File: config.mk
export PLATFORM = sky130hd
export DESIGN_NAME = tcs_out_buf
export DESIGN_NICKNAME = d
export VERILOG_FILES = /design/src/hdl/tcs_pkg.sv /design/src/hdl/tcs_out_buf.sv
export SDC_FILE = /design/constraint.sdc
export NUM_CORES = 1
export LEC_CHECK = 0
export ABC_AREA = 1
export BUFFER_PORTS_ARGS = -buffer_cell sky130_fd_sc_hd__buf_2
export CORE_MARGIN = 2
export CORE_UTILIZATION = 40
export CTS_CLUSTER_DIAMETER = 80
export CTS_CLUSTER_SIZE = 16
export DETAILED_ROUTE_END_ITERATION = 10
export HOLD_SLACK_MARGIN = 0.05
export SYNTH_ARGS = -nofsm -noshare
export SYNTH_HDL_FRONTEND = slang
export SYNTH_SLANG_ARGS = --single-unit
export TNS_END_PERCENT = 10
File: constraint.sdc
create_clock -name clk_i -period 6.83 [get_ports clk_i]
set_input_delay 1.0245 -clock clk_i [delete_from_list [all_inputs] [get_ports clk_i]]
set_output_delay 1.0245 -clock clk_i [all_outputs]
set_load 0.01 [all_outputs]
File: src/hdl/tcs_pkg.sv
// Shared types and constants for the tick-count to 100 ns scaler.
// No dependencies; imported by every module of the block.
package tcs_pkg;

  // Ticks are scaled by this factor before division by the counter frequency
  localparam int unsigned ScaleW = 24;
  localparam logic [ScaleW-1:0] SCALE_100NS = 24'd10000000;

  // Configuration register indexes
  localparam int unsigned CfgAddrW = 2;
  localparam logic [CfgAddrW-1:0] REG_SHIFT_COUNT = 2'd0;
  localparam logic [CfgAddrW-1:0] REG_NORM_DIVISOR = 2'd1;
  localparam logic [CfgAddrW-1:0] REG_RECIPROCAL = 2'd2;

  localparam int unsigned ShiftW = 6;
  localparam int unsigned WordW = 64;

  // One result item
  typedef struct packed {
    logic [WordW-1:0] time_100ns;
    logic             overflow;
  } result_t;

endpackage

File: src/hdl/tcs_out_buf.sv
// Output register with one skid entry; decouples the pipeline from out_stall.
// Depends on tcs_pkg for the result item type.
module tcs_out_buf (
  input  logic             clk_i,
  input  logic             rst_ni,
  input  logic             pipe_valid_i,
  input  tcs_pkg::result_t pipe_data_i,
  output logic             pipe_en_o,
  output logic             out_valid_o,
  input  logic             out_stall_i,
  output tcs_pkg::result_t out_data_o
);
  import tcs_pkg::*;

  logic    out_valid_q, out_valid_d;
  logic    skid_valid_q, skid_valid_d;
  result_t out_data_q, out_data_d;
  result_t skid_data_q, skid_data_d;
  logic    pop;

  assign pop       = out_valid_q && !out_stall_i;
  assign pipe_en_o = !skid_valid_q;

  // Refill the output register from the skid entry first, then the pipeline
  always_comb begin
    out_valid_d  = out_valid_q;
    out_data_d   = out_data_q;
    skid_valid_d = skid_valid_q;
    skid_data_d  = skid_data_q;
    if (skid_valid_q) begin
      if (pop) begin
        out_valid_d  = 1'b1;
        out_data_d   = skid_data_q;
        skid_valid_d = 1'b0;
      end
    end else if (!out_valid_q || pop) begin
      out_valid_d = pipe_valid_i;
      out_data_d  = pipe_data_i;
    end else if (pipe_valid_i) begin
      skid_valid_d = 1'b1;
      skid_data_d  = pipe_data_i;
    end
  end

  always_ff @(posedge clk_i or negedge rst_ni) begin
    if (!rst_ni) begin
      out_valid_q  <= 1'b0;
      skid_valid_q <= 1'b0;
    end else begin
      out_valid_q  <= out_valid_d;
      skid_valid_q <= skid_valid_d;
    end
  end

  always_ff @(posedge clk_i) begin
    out_data_q  <= out_data_d;
    skid_data_q <= skid_data_d;
  end

  assign out_valid_o = out_valid_q;
  assign out_data_o  = out_data_q;

endmodule

==> impl_results.rst, run 1 <==
.. list-table::
   :header-rows: 1

   * - Metric
     - Value
   * - DRT Pass-1 Iters
     - 5
   * - Flip-flop and latch count after synthesis
     - 132
   * - Number of fillers in the final layout
     - 1032
   * - Std cell rows
     - 40
   * - Core outline area
     - 0.0119 mm²
   * - Root buffer selected by CTS
     - sky130_fd_sc_hd__clkbuf_16
   * - Number of buffers created by CTS
     - 17
   * - Antenna fix cells
     - 0
   * - Reg-to-reg startpoint
     - skid_valid_q$_DFF_PN0_
   * - Number of DRC violations after detailed-routing iteration 0
     - 185
   * - Placer congestion estimate
     - 0.744
   * - Sum of routed wire length over all layers
     - 9.43 mm
   * - EDFF count, synth
     - 130
   * - Bufs on Longest Clock Path
     - 2
   * - Hold bufs inserted after CTS
     - 0
   * - Final TNS setup
     - 0 ns
   * - Setup Crit Path Kind
     - reg -> out
   * - X dimension of the die
     - 114 µm
   * - CTS clk-pin slew, worst paths
     - 0.06 ns
   * - Top post-synthesis cells by area
     - sky130_fd_sc_hd__edfxtp_1 80%, sky130_fd_sc_hd__nand2_1 15%, sky130_fd_sc_hd__buf_6 1.2%, sky130_fd_sc_hd__dfrtp_1 1.0%, sky130_fd_sc_hd__buf_2 0.72%
   * - Initial core utilization
     - 0.407
   * - Most used DFF post-synth
     - sky130_fd_sc_hd__edfxtp_1
   * - Share of synthesized flip-flops with an asynchronous set or reset
     - 0.0152
   * - Pin count of the biggest net entering global routing
     - 69
   * - Number of I/O pins
     - 136
   * - Worst-case clock skew
     - 0.00792 ns
   * - Clock tree from TritonCTS
     - yes
   * - Yosys top cell by area
     - sky130_fd_sc_hd__edfxtp_1
   * - Detail Placement HPWL
     - 5.87 mm
   * - Part of the cycle the worst path needs
     - 0.393
   * - Reg-to-reg critical path endpoint
     - skid_data_q[40]$_DFFE_PP_
   * - Maximum level of the CTS H-tree
     - 4
   * - Worst supply voltage drop on vdd
     - 0.224 mV
   * - Path depth of the worst reg2reg path
     - 5
   * - Count of port buffers added during placement
     - 135
   * - Min-delay worst type
     - in -> async
   * - Die outline area
     - 0.0130 mm²
   * - Total setup violations reported at the end of the flow
     - 0
   * - Leading cell type by number of instances after synthesis
     - sky130_fd_sc_hd__nand2_1
   * - Top fanout value on the critical path
     - 66
   * - Post-Synthesis Cells
     - 357
   * - Post-synth top cells
     - 200 x sky130_fd_sc_hd__nand2_1, 130 x sky130_fd_sc_hd__edfxtp_1, 7 x sky130_fd_sc_hd__buf_2, 5 x sky130_fd_sc_hd__buf_6
   * - Slowest cell on the critical path
     - sky130_fd_sc_hd__buf_4
   * - Vias per Instance
     - 4.54
   * - Relative slew slack
     - 0.434
   * - Proportion of layout cells with a drive suffix above 1
     - 0.335
   * - Delay of the slowest cell on the worst path
     - 0.52 ns
   * - Actual transition at the worst max-transition pin
     - 0.849 ns
   * - Setup repair bufs after CTS
     - 0
   * - Global-route wire length before repair
     - 14.1 mm
   * - Number of warnings issued by yosys
     - 0
   * - Sequential element share of the synthesized area
     - 0.815
   * - Net count, final
     - 569
   * - Maximum capacitance violations
     - 0
   * - Leakage power
     - 2.75 nW
   * - Area growth, synth to finish
     - 29.4%
   * - Remaining global-route overflow
     - 0
   * - Number of max-slew violations in the final report
     - 0
   * - Y dimension of the die
     - 114 µm
   * - Outcome
     - finished clean
   * - Yosys top cell area share
     - 0.804
   * - Reg2reg setup slack
     - 4.68 ns
   * - Number of nets still failing antenna checks after routing
     - 0
   * - Unique cell type count in the Yosys netlist
     - 11
   * - Number of sinks handled by clock tree synthesis
     - 132
   * - Setup repair after global routing missed its margin
     - no
   * - Peak clock frequency supported by timing
     - 373 MHz
   * - Number of hold violations in the final report
     - 0
   * - CP Capture Type
     - output port
   * - Post-detailed-route wirelength per cell
     - 14.3 µm
   * - Vias in the first global route
     - 2783
   * - Antenna violations before repair
     - 0
   * - Worst skew pair latency
     - 0.41 ns
   * - Data arrival, critical path
     - 1.66 ns
   * - Count of unresolved DRC violations after routing
     - 0
   * - Type of element launching the critical path
     - flip-flop
   * - Post-cts resize count
     - 0
   * - Sum of internal, switching and leakage power
     - 0.00300 W
   * - Total global routing track utilization
     - 0.147
   * - Sequence of cells on the critical path
     - inv_2 -> buf_4 -> buf_2
   * - PwrDens
     - 478 mW/mm²
   * - Post-synthesis average cell area
     - 13.6 µm²
   * - Post-Synthesis Cell Area
     - 0.00485 mm²
   * - Worst Path Required
     - 5.81 ns
   * - Vias
     - 2995
   * - Syn Nets
     - 426
   * - Min Tclk post-route
     - 2.68 ns
[metal layers]
metal / up-vias / routed length [µm] / part of all wire / track usage
met4: 0 / 145 / 0.015 / 0.0715
li1: 1485 / - / - / -
met1: 1393 / 4250 / 0.45 / 0.194
met2: 104 / 4440 / 0.47 / 0.217
met3: 13 / 598 / 0.063 / 0.0529
met5: - / 0 / 0 / 0
[registers in the layout, summed over array words and instances, names as in the netlist]
signal,flops
out_valid_o,1
out_data_o,65
skid_valid_q,1
skid_data_q,65
[power breakdown]
| part | total, W | leakage (nW) | internal [W] | switching (W) |
|---|---|---|---|---|
| Clock | 0.000963 | 0.302 | 0.000643 | 0.000320 |
| Combinational | 0.000726 | 1.17 | 0.000231 | 0.000496 |
| Sequential | 0.00131 | 1.27 | 0.00124 | 0.0000691 |
[final cells by class]
| cell class | instances | area [µm²] | share of cell area |
|---|---|---|---|
| Inverter | 5 | 18.8 | 0.00299 |
| Multi-Input combinational cell | 205 | 778 | 0.124 |
| Tap cell | 147 | 184 | 0.0293 |
| Clock inverter | 15 | 211 | 0.0337 |
| Clock buffer | 17 | 425 | 0.0678 |
| Sequential cell | 132 | 3960 | 0.630 |
| Timing Repair Buffer | 139 | 706 | 0.112 |
[worst max path at each step]
stage | start | endpoint | slack (ns) | cells after the start
2_1_floorplan | out_stall_i | out_data_o[0]$_DFFE_PP_ | 2.49 | 3
3_3_place_gp | out_stall_i | skid_data_q[30]$_DFFE_PP_ | 4.37 | 6
3_5_place_dp | out_stall_i | skid_data_q[34]$_DFFE_PP_ | 4.30 | 6
4_1_cts | skid_valid_q$_DFF_PN0_ | pipe_en_o | 4.11 | 3
5_1_grt | skid_valid_q$_DFF_PN0_ | pipe_en_o | 4.02 | 3
6_report | skid_valid_q$_DFF_PN0_ | pipe_en_o | 4.15 | 3
[placed cells by master (no fill, tap or decap)]
cell type and n:
sky130_fd_sc_hd__dfrtp_1 1, sky130_fd_sc_hd__clkinv_1 3, sky130_fd_sc_hd__buf_2 135, sky130_fd_sc_hd__buf_4 4, sky130_fd_sc_hd__clkinv_2 2, sky130_fd_sc_hd__dfrtp_2 1
sky130_fd_sc_hd__a21oi_1 1, sky130_fd_sc_hd__nand2_1 200, sky130_fd_sc_hd__clkinvlp_4 3, sky130_fd_sc_hd__bufinv_16 5, sky130_fd_sc_hd__clkinv_4 1, sky130_fd_sc_hd__clkbuf_16 17
sky130_fd_sc_hd__nor2_4 1, sky130_fd_sc_hd__nor2_1 3, sky130_fd_sc_hd__inv_6 1, sky130_fd_sc_hd__inv_2 2, sky130_fd_sc_hd__inv_1 3, sky130_fd_sc_hd__edfxtp_1 130
[per-stage QoR]
stage / worst slack, ns / instance area (µm²) / instances / util / hold slack (ns)
after CTS: 4.11 / 6280 / 660 / 0.527 / 0.373
after global placement: 4.37 / 5640 / 628 / 0.474 / 0.499
after detailed placement: 4.30 / 5640 / 628 / 0.474 / 0.505
after floorplan: 2.49 / 4850 / 357 / - / 0.490
after global routing: 4.02 / 6280 / 660 / 0.527 / 0.370
final: 4.15 / 6280 / 660 / 0.527 / 0.391
[cell families (layout without fill, tap and decap cells)]
family	Yosys count	count (layout)	share of synthesized area
AOI/OAI and AO/OA	1	1	0.00103
buffers and inverters	20	176	0.0265
DFF	132	132	0.815
and+or+nand+nor	204	204	0.158
[critical path, delay by kind of cell (launching register included)]
| kind | cells | cell delay [ns] |
|---|---|---|
| buffers and inverters | 3 | 0.82 |
| DFF | 1 | 0.40 |
Note: power is estimated with default switching activity, not from simulation.
==> run 2, diff against run 1 <==
Clock period 6.83 ns to 2.56 ns, I/O delays scaled along.
==> run 2 against run 1 <==
- non-clock buffer count is 2 higher
- highest routed layer unchanged
- largest cell class unchanged
- global-route usage is 0.26 points higher
- first-iteration DRC count is 19% higher
- register-to-register slack worse by 3.8 ns
==> impl_results.rst, run 2 (synthesis gave the netlist of run 1 again) <==
.. list-table::
   :header-rows: 1

   * - Metric
     - Value
   * - Slowest cell on the critical path
     - sky130_fd_sc_hd__buf_4 (unchanged)
   * - CTS clk-pin slew, worst paths
     - 0.06 ns (about the same)
   * - X dimension of the die
     - 114 µm (unchanged)
   * - DRT Pass-1 Iters
     - 4 (was 5)
   * - Y dimension of the die
     - 114 µm (unchanged)
   * - Placer congestion estimate
     - 0.743 (was 0.744)
   * - Number of max-slew violations in the final report
     - 0 (unchanged)
   * - Min Tclk post-route
     - 2.08 ns
   * - Buffers and inverters on the worst path
     - 3 (unchanged)
   * - Die outline area
     - 0.0130 mm² (unchanged)
   * - Worst Path Required
     - 2.18 ns (was 5.81 ns)
   * - Sum of internal, switching and leakage power
     - 0.00811 W (was 0.00300 W)
   * - Clock tree from TritonCTS
     - yes (unchanged)
   * - Number of nets still failing antenna checks after routing
     - 0 (unchanged)
   * - Number of hold violations in the final report
     - 0 (unchanged)
   * - Pin count of the biggest net entering global routing
     - 68 (was 69)
   * - Total setup violations reported at the end of the flow
     - 0 (unchanged)
   * - Leading cell types in the layout, fill and taps excluded
     - 200 x sky130_fd_sc_hd__nand2_1, 135 x sky130_fd_sc_hd__buf_2, 130 x sky130_fd_sc_hd__edfxtp_1, 17 x sky130_fd_sc_hd__clkbuf_16 (was 200 x sky130_fd_sc_hd__nand2_1, 135 x sky130_fd_sc_hd__buf_2, 130 x sky130_fd_sc_hd__edfxtp_1, 17 x sky130_fd_sc_hd__clkbuf_16, 5 x sky130_fd_sc_hd__bufinv_16)
   * - Initial core utilization
     - 0.407 (unchanged)
   * - Area growth, synth to finish
     - 30.5% (was 29.4%)
   * - Setup Crit Path Kind
     - reg -> out (unchanged)
   * - Maximum capacitance violations
     - 0 (unchanged)
   * - Setup repair after global routing missed its margin
     - no (unchanged)
   * - Setup repair bufs after CTS
     - 0 (unchanged)
   * - Top fanout value on the critical path
     - 66 (unchanged)
   * - Remaining global-route overflow
     - 0 (unchanged)
   * - Most common cell after layout, fill and taps aside
     - sky130_fd_sc_hd__nand2_1 (unchanged)
   * - Outcome
     - finished clean (unchanged)
   * - Sequence of cells on the critical path
     - inv_2 -> buf_4 -> buf_2 (unchanged)
   * - Delay of the slowest cell on the worst path
     - 0.52 ns (about the same)
   * - Vias in the first global route
     - 2859 (was 2783)
   * - Core outline area
     - 0.0119 mm² (unchanged)
   * - CP Capture Type
     - output port (unchanged)
   * - Count of unresolved DRC violations after routing
     - 0 (unchanged)
   * - Proportion of layout cells with a drive suffix above 1
     - 0.338 (was 0.335)
   * - Part of the cycle the worst path needs
     - 0.811
   * - Antenna violations before repair
     - 0 (unchanged)
   * - Net count, final
     - 571 (was 569)
   * - Count of port buffers added during placement
     - 135 (unchanged)
   * - PwrDens
     - 1280 mW/mm² (was 478 mW/mm²)
   * - Type of element launching the critical path
     - flip-flop (unchanged)
   * - Bufs on Longest Clock Path
     - 2 (unchanged)
   * - Maximum level of the CTS H-tree
     - 4 (unchanged)
   * - Number of DRC violations after detailed-routing iteration 0
     - 220 (was 185)
   * - Global-route wire length before repair
     - 14.3 mm (was 14.1 mm)
   * - Post-detailed-route wirelength per cell
     - 14.0 µm (was 14.3 µm)
   * - Relative slew slack
     - 0.528 (was 0.434)
   * - Total global routing track utilization
     - 0.150 (was 0.147)
   * - Sum of routed wire length over all layers
     - 9.30 mm (was 9.43 mm)
   * - Post-cts resize count
     - 0 (unchanged)
   * - Number of sinks handled by clock tree synthesis
     - 132 (unchanged)
   * - Worst-case clock skew
     - 0.00553 ns (was 0.00792 ns)
   * - Peak clock frequency supported by timing
     - 481 MHz
   * - Detail Placement HPWL
     - 5.68 mm (was 5.87 mm)
   * - Final TNS setup
     - 0 ns (unchanged)
   * - Number of buffers created by CTS
     - 17 (unchanged)
   * - Antenna fix cells
     - 0 (unchanged)
   * - Worst skew pair latency
     - 0.41 ns (about the same)
   * - Actual transition at the worst max-transition pin
     - 0.709 ns (was 0.849 ns)
   * - Min-delay worst type
     - in -> reg (was in -> async)
   * - Data arrival, critical path
     - 1.69 ns (was 1.66 ns)
   * - Number of I/O pins
     - 136 (unchanged)
   * - Std cell rows
     - 40 (unchanged)
   * - Cell class contributing the biggest share of worst-path delay
     - buffers and inverters (unchanged)
   * - Vias per Instance
     - 4.48 (was 4.54)
   * - Root buffer selected by CTS
     - sky130_fd_sc_hd__clkbuf_16 (unchanged)
   * - Vias
     - 2967 (was 2995)
   * - Leakage power
     - 2.77 nW (was 2.75 nW)
   * - Worst supply voltage drop on vdd
     - 0.683 mV (was 0.224 mV)
==> run 2: cell count changes in the layout (fill, tap and decap cells not counted), sizes merged <==
| cell | delta |
|---|---|
| clkinv | -2 |
| clkbuf | +1 |
| buf | +1 |
| inv | -1 |
| clkinvlp | +2 |
| dlygate4sd3 | +1 |
==> run 2: repair_timing <==
item,in CTS,in global routing
hold buffers,1,0
endpoints found under the setup margin,0,0
hold endpoints to repair,2,0
==> run 2: power by group <==
group | internal, W | switching (W) | leakage, nW
clock network | 0.00172 | 0.000885 | 0.296
logic | 0.000670 | 0.00134 | 1.20
registers | 0.00331 | 0.000188 | 1.27
==> run 2: cell type report <==
type / instances / area (µm²)
inverter: 5 / 18.8
timing repair buffer: 141 / 761
fill: 1024 / 5580
clock buffer: 18 / 429
tap: 147 / 184
clock inverter: 14 / 210
multi-input combinational: 205 / 778
sequential: 132 / 3960
==> run 2: routing by layer <==
| layer | up-vias | part of all wire | global-route usage |
|---|---|---|---|
| li1 | 1494 | - | - |
| met1 | 1356 | 0.47 | 0.193 |
| met2 | 105 | 0.44 | 0.221 |
| met3 | 12 | 0.076 | 0.0678 |
| met4 | 0 | 0.013 | 0.0610 |
| met5 | - | 0 | 0 |
==> run 2: worst paths after layout <==
check	from	to	slack, ns	cells after the start
max in group asynchronous	rst_ni	skid_valid_q$_DFF_PN0_	2.10	2
setup reg to reg	out_valid_o$_DFFE_PN0P_	out_data_o[8]$_DFFE_PP_	0.91	4
setup / recovery	skid_valid_q$_DFF_PN0_	pipe_en_o	0.48	3
min in group asynchronous	rst_ni	out_valid_o$_DFFE_PN0P_	0.34	2
hold / removal	pipe_data_i[59]	skid_data_q[59]$_DFFE_PP_	0.16	1
hold reg to reg	skid_data_q[56]$_DFFE_PP_	out_data_o[56]$_DFFE_PP_	0.51	2
==> run 2: through the flow <==
stage | instance area, µm² | hold slack (ns) | utilization | worst slack (ns) | cells
floorplan | 4860 | 0.0884 | - | 0.105 | 357
global placement | 5690 | 0.179 | 0.477 | 0.847 | 629
detailed placement | 5690 | 0.182 | 0.477 | 0.811 | 629
CTS | 6340 | 0.136 | 0.532 | 0.437 | 662
global route | 6340 | 0.138 | 0.532 | 0.360 | 662
finish | 6340 | 0.161 | 0.532 | 0.483 | 662
==> run 3, diff against run 2 <==
Settings changed: ABC_AREA 1 to 0, PLACE_DENSITY from default to 0.66.
Clock period 2.56 ns to 1.78 ns, I/O delays scaled along.
==> run 3 against run 2 <==
- sequential cell count is the same
- worst setup slack got worse by 0.14 ns
- non-clock buffer count rose by 65
- register-to-register slack worse by 0.54 ns
- total power grew 39%
- critical endpoint unchanged
- clock skew barely moved
- sequential power rose by 41%
- final cell count shrank 7.1%
- largest power group unchanged
==> impl_results.rst, run 3 <==
.. list-table::
   :header-rows: 1

   * - Metric
     - Value
   * - Sequential element share of the synthesized area
     - 0.771 (was 0.815)
   * - Data arrival, critical path
     - 1.17 ns (was 1.69 ns)
   * - Yosys top cell area share
     - 0.761 (was 0.804)
   * - Vias per Instance
     - 4.34 (was 4.48)
   * - CTS clk-pin slew, worst paths
     - 0.05 ns (was 0.06 ns)
   * - Maximum level of the CTS H-tree
     - 4 (unchanged)
   * - Share of synthesized flip-flops with an asynchronous set or reset
     - 0.0152 (unchanged)
   * - Total global routing track utilization
     - 0.134 (was 0.150)
   * - Unique cell type count in the Yosys netlist
     - 11 (unchanged)
   * - EDFF count, synth
     - 130 (unchanged)
   * - Relative slew slack
     - 0.812 (was 0.528)
   * - Pin count of the biggest net entering global routing
     - 38 (was 68)
   * - Main combinational cell family by area after synthesis
     - multiplexers (was simple AND/OR/NAND/NOR gates)
   * - Outcome
     - finished clean (unchanged)
   * - Worst Setup SP
     - skid_valid_q$_DFF_PN0_ (unchanged)
   * - Bufs on Longest Clock Path
     - 2 (unchanged)
   * - Simple-gate share of the synthesized area
     - 0.00171 (was 0.158)
   * - PwrDens
     - 1570 mW/mm² (was 1280 mW/mm²)
   * - Final TNS setup
     - 0 ns (unchanged)
   * - Remaining global-route overflow
     - 0 (unchanged)
   * - Std cell rows
     - 41 (was 40)
   * - Antenna fix cells
     - 0 (unchanged)
   * - Leading cell types in the layout, fill and taps excluded
     - 135 x sky130_fd_sc_hd__buf_2, 130 x sky130_fd_sc_hd__edfxtp_1, 65 x sky130_fd_sc_hd__mux2_4, 65 x sky130_fd_sc_hd__dlygate4sd3_1, 17 x sky130_fd_sc_hd__clkbuf_16 (was 200 x sky130_fd_sc_hd__nand2_1, 135 x sky130_fd_sc_hd__buf_2, 130 x sky130_fd_sc_hd__edfxtp_1, 17 x sky130_fd_sc_hd__clkbuf_16)
   * - Number of I/O pins
     - 136 (unchanged)
   * - Top post-synthesis cells by area
     - sky130_fd_sc_hd__edfxtp_1 76%, sky130_fd_sc_hd__mux2_4 19%, sky130_fd_sc_hd__buf_12 2.7%, sky130_fd_sc_hd__dfrtp_1 0.98%, sky130_fd_sc_hd__buf_6 0.22% (was sky130_fd_sc_hd__edfxtp_1 80%, sky130_fd_sc_hd__nand2_1 15%, sky130_fd_sc_hd__buf_6 1.2%, sky130_fd_sc_hd__dfrtp_1 1.0%, sky130_fd_sc_hd__buf_2 0.72%)
   * - Vias
     - 2668 (was 2967)
   * - Clock tree from TritonCTS
     - yes (unchanged)
   * - Maximum capacitance violations
     - 0 (unchanged)
   * - Reg-to-reg startpoint
     - out_valid_o$_DFFE_PN0P_ (unchanged)
   * - Part of the cycle the worst path needs
     - 0.810
   * - Vias in the first global route
     - 2752 (was 2859)
   * - Type of element launching the critical path
     - flip-flop (unchanged)
   * - Leakage power
     - 2.92 nW (was 2.77 nW)
   * - Hold bufs inserted after CTS
     - 64 (was 1)
   * - Number of fillers in the final layout
     - 979 (was 1024)
   * - Number of nets still failing antenna checks after routing
     - 0 (unchanged)
   * - Delay of the slowest cell on the worst path
     - 0.52 ns (about the same)
   * - Sum of routed wire length over all layers
     - 8.99 mm (was 9.30 mm)
   * - Adder-cell area share of the yosys netlist
     - 0 (unchanged)
   * - Number of max-slew violations in the final report
     - 0 (unchanged)
   * - Core outline area
     - 0.0126 mm² (was 0.0119 mm²)
   * - Proportion of layout cells with a drive suffix above 1
     - 0.521 (was 0.338)
   * - Worst supply voltage drop on vdd
     - 1.05 mV (was 0.683 mV)
   * - Net count, final
     - 501 (was 571)
   * - X dimension of the die
     - 117 µm (was 114 µm)
   * - Sequence of cells on the critical path
     - inv_1 -> buf_2 (was inv_2 -> buf_4 -> buf_2)
   * - Number of hold violations in the final report
     - 0 (unchanged)
   * - Most common cell after layout, fill and taps aside
     - sky130_fd_sc_hd__buf_2 (was sky130_fd_sc_hd__nand2_1)
   * - Post-cts resize count
     - 0 (unchanged)
   * - Root buffer selected by CTS
     - sky130_fd_sc_hd__clkbuf_16 (unchanged)
   * - Min Tclk post-route
     - 1.44 ns
   * - Antenna violations before repair
     - 0 (unchanged)
   * - Count of port buffers added during placement
     - 135 (unchanged)
   * - Capture point of the worst path
     - pipe_en_o (unchanged)
   * - Most used DFF post-synth
     - sky130_fd_sc_hd__edfxtp_1 (unchanged)
   * - Worst skew pair latency
     - 0.40 ns (was 0.41 ns)
   * - Share of the synthesized netlist area taken by xor and xnor gates
     - 0 (unchanged)
   * - Cell depth of the worst setup path
     - 2 (was 3)
   * - Area of the multi-input gates
     - 0.00103 mm² (was 778 µm²)
   * - Post-Synthesis Cell Area
     - 0.00513 mm² (was 0.00485 mm²)
   * - Path depth of the worst reg2reg path
     - 3 (was 4)
   * - Die outline area
     - 0.0137 mm² (was 0.0130 mm²)
   * - Post-detailed-route wirelength per cell
     - 14.6 µm (was 14.0 µm)
   * - Worst setup slack after layout
     - 0.339 ns (was 0.483 ns)
   * - Post-synth top cells
     - 130 x sky130_fd_sc_hd__edfxtp_1, 65 x sky130_fd_sc_hd__mux2_4, 7 x sky130_fd_sc_hd__buf_12, 3 x sky130_fd_sc_hd__inv_1 (was 200 x sky130_fd_sc_hd__nand2_1, 130 x sky130_fd_sc_hd__edfxtp_1, 7 x sky130_fd_sc_hd__buf_2, 5 x sky130_fd_sc_hd__buf_6)
   * - Post-synthesis average cell area
     - 23.9 µm² (was 13.6 µm²)
   * - Y dimension of the die
     - 117 µm (was 114 µm)
   * - Yosys top cell by area
     - sky130_fd_sc_hd__edfxtp_1 (unchanged)
   * - FF/Latch Area
     - 0.00396 mm² (about the same)
   * - CP Capture Type
     - output port (unchanged)
   * - Worst-case clock skew
     - 0.00552 ns (was 0.00553 ns)
   * - Top fanout value on the critical path
     - 4 (was 66)
   * - Count of unresolved DRC violations after routing
     - 0 (unchanged)
   * - Buffers and inverters on the worst path
     - 2 (was 3)
   * - Fraction of synthesized area in multiplexers
     - 0.190 (was 0)
   * - Actual transition at the worst max-transition pin
     - 0.282 ns (was 0.709 ns)
   * - Detail Placement HPWL
     - 5.62 mm (was 5.68 mm)
   * - Number of sinks handled by clock tree synthesis
     - 132 (unchanged)
   * - Reg-to-reg critical path endpoint
     - skid_data_q[61]$_DFFE_PP_ (was out_data_o[8]$_DFFE_PP_)
   * - Setup repair after global routing missed its margin
     - no (unchanged)
   * - Global-route wire length before repair
     - 13.3 mm (was 14.3 mm)
   * - Number of DRC violations after detailed-routing iteration 0
     - 81 (was 220)
   * - Area growth, synth to finish
     - 39.7% (was 30.5%)
   * - Syn Nets
     - 284 (was 426)
   * - Placer congestion estimate
     - 0.709 (was 0.743)
   * - Reg2reg setup slack
     - 0.37 ns (was 0.91 ns)
   * - Flip-flop and latch count after synthesis
     - 132 (unchanged)
   * - DRT Pass-1 Iters
     - 4 (unchanged)
   * - Peak clock frequency supported by timing
     - 694 MHz
   * - Final Core Density
     - 0.570 (was 0.532)
   * - Setup Crit Path Kind
     - reg -> out (unchanged)
   * - Setup repair bufs after CTS
     - 0 (unchanged)
   * - Post-Synthesis Cells
     - 215 (was 357)
   * - Number of warnings issued by yosys
     - 0 (unchanged)
   * - Worst Path Required
     - 1.51 ns (was 2.18 ns)
   * - Number of buffers created by CTS
     - 17 (unchanged)
   * - Leading cell type by number of instances after synthesis
     - sky130_fd_sc_hd__edfxtp_1 (was sky130_fd_sc_hd__nand2_1)
   * - DP Worst Slack
     - 0.378 ns (was 0.811 ns)
   * - Total setup violations reported at the end of the flow
     - 0 (unchanged)
   * - Initial core utilization
     - 0.408 (was 0.407)
   * - Cell class contributing the biggest share of worst-path delay
     - flip-flops (was buffers and inverters)
   * - Slowest cell on the critical path
     - sky130_fd_sc_hd__dfrtp_4 (was sky130_fd_sc_hd__buf_4)
   * - Fraction of the mapped netlist area in compound gates
     - 0.00537 (was 0.00103)
   * - Min-delay worst type
     - in -> reg (unchanged)
==> run 3: cell count changes after synthesis, moves of 2 or more <==
| cell | delta |
|---|---|
| sky130_fd_sc_hd__mux2_4 | +65 |
| sky130_fd_sc_hd__buf_6 | -4 |
| sky130_fd_sc_hd__buf_2 | -7 |
| sky130_fd_sc_hd__buf_4 | -2 |
| sky130_fd_sc_hd__nand2_1 | -199 |
| sky130_fd_sc_hd__buf_12 | +7 |
| sky130_fd_sc_hd__o21ai_0 | +2 |
| sky130_fd_sc_hd__nor2_1 | -4 |
==> run 3: area by class of cell <==
| class | instances | share of cell area |
|---|---|---|
| Sequential cell | 132 | 0.552 |
| Tap cell | 172 | 0.0300 |
| Multi-Input combinational cell | 72 | 0.144 |
| Clock buffer | 21 | 0.0615 |
| Timing Repair Buffer | 206 | 0.202 |
| Inverter | 3 | 0.00157 |
| Clock inverter | 9 | 0.00908 |
==> run 3: stage by stage <==
| stage | area, µm² | hold WS (ns) | instances | total power (W) |
|---|---|---|---|---|
| 6_report | 7170 | 0.0907 | 615 | 0.0113 |
| 5_1_grt | 7170 | 0.0568 | 615 | 0.0118 |
| 4_1_cts | 7160 | 0.0510 | 614 | 0.0114 |
| 3_5_place_dp | 6010 | 0.0565 | 520 | 0.00828 |
| 3_3_place_gp | 6010 | 0.0521 | 520 | 0.00821 |
| 2_1_floorplan | 5140 | -0.0286 | 215 | 0.00729 |
==> run 3: where the power goes <==
part / total (W) / internal, W / switching [W]
Sequential: 0.00493 / 0.00466 / 0.000276
Combinational: 0.00334 / 0.00170 / 0.00164
Clock: 0.00299 / 0.00187 / 0.00113
Total: 0.0113 / 0.00822 / 0.00304
==> run 3: routing by layer <==
metal / part of all wire / up-vias / GRT usage
met4: 0.011 / 0 / 0.0541
met1: 0.42 / 1276 / 0.150
met3: 0.058 / 9 / 0.0572
met2: 0.51 / 93 / 0.226
li1: - / 1290 / -
met5: 0 / - / 0
==> run 3: logic make-up (layout without fill, tap and decap cells) <==
kind of cell	after synthesis	count (layout)
muxes	65	65
AOI/OAI and AO/OA	5	5
buffers and inverters	11	239
and+or+nand+nor	2	2
DFF	132	132
==> run 3: worst reg2reg max path: cells and delay by family, from the launching register on <==
family | cells | cell delay (ns)
DFF | 1 | 0.44
and+or+nand+nor | 2 | 0.39
buffers and inverters | 1 | 0.25
==> run 3: worst min path at each step <==
stage | slack (ns) | startpoint | end | cells after the start
2_1_floorplan | -0.03 | rst_ni | out_valid_o$_DFFE_PN0P_ | 0
3_3_place_gp | 0.05 | rst_ni | out_valid_o$_DFFE_PN0P_ | 1
3_5_place_dp | 0.06 | rst_ni | skid_valid_q$_DFF_PN0_ | 1
4_1_cts | 0.05 | pipe_data_i[52] | skid_data_q[52]$_DFFE_PP_ | 1
5_1_grt | 0.06 | pipe_data_i[28] | skid_data_q[28]$_DFFE_PP_ | 1
6_report | 0.09 | pipe_data_i[28] | skid_data_q[28]$_DFFE_PP_ | 1
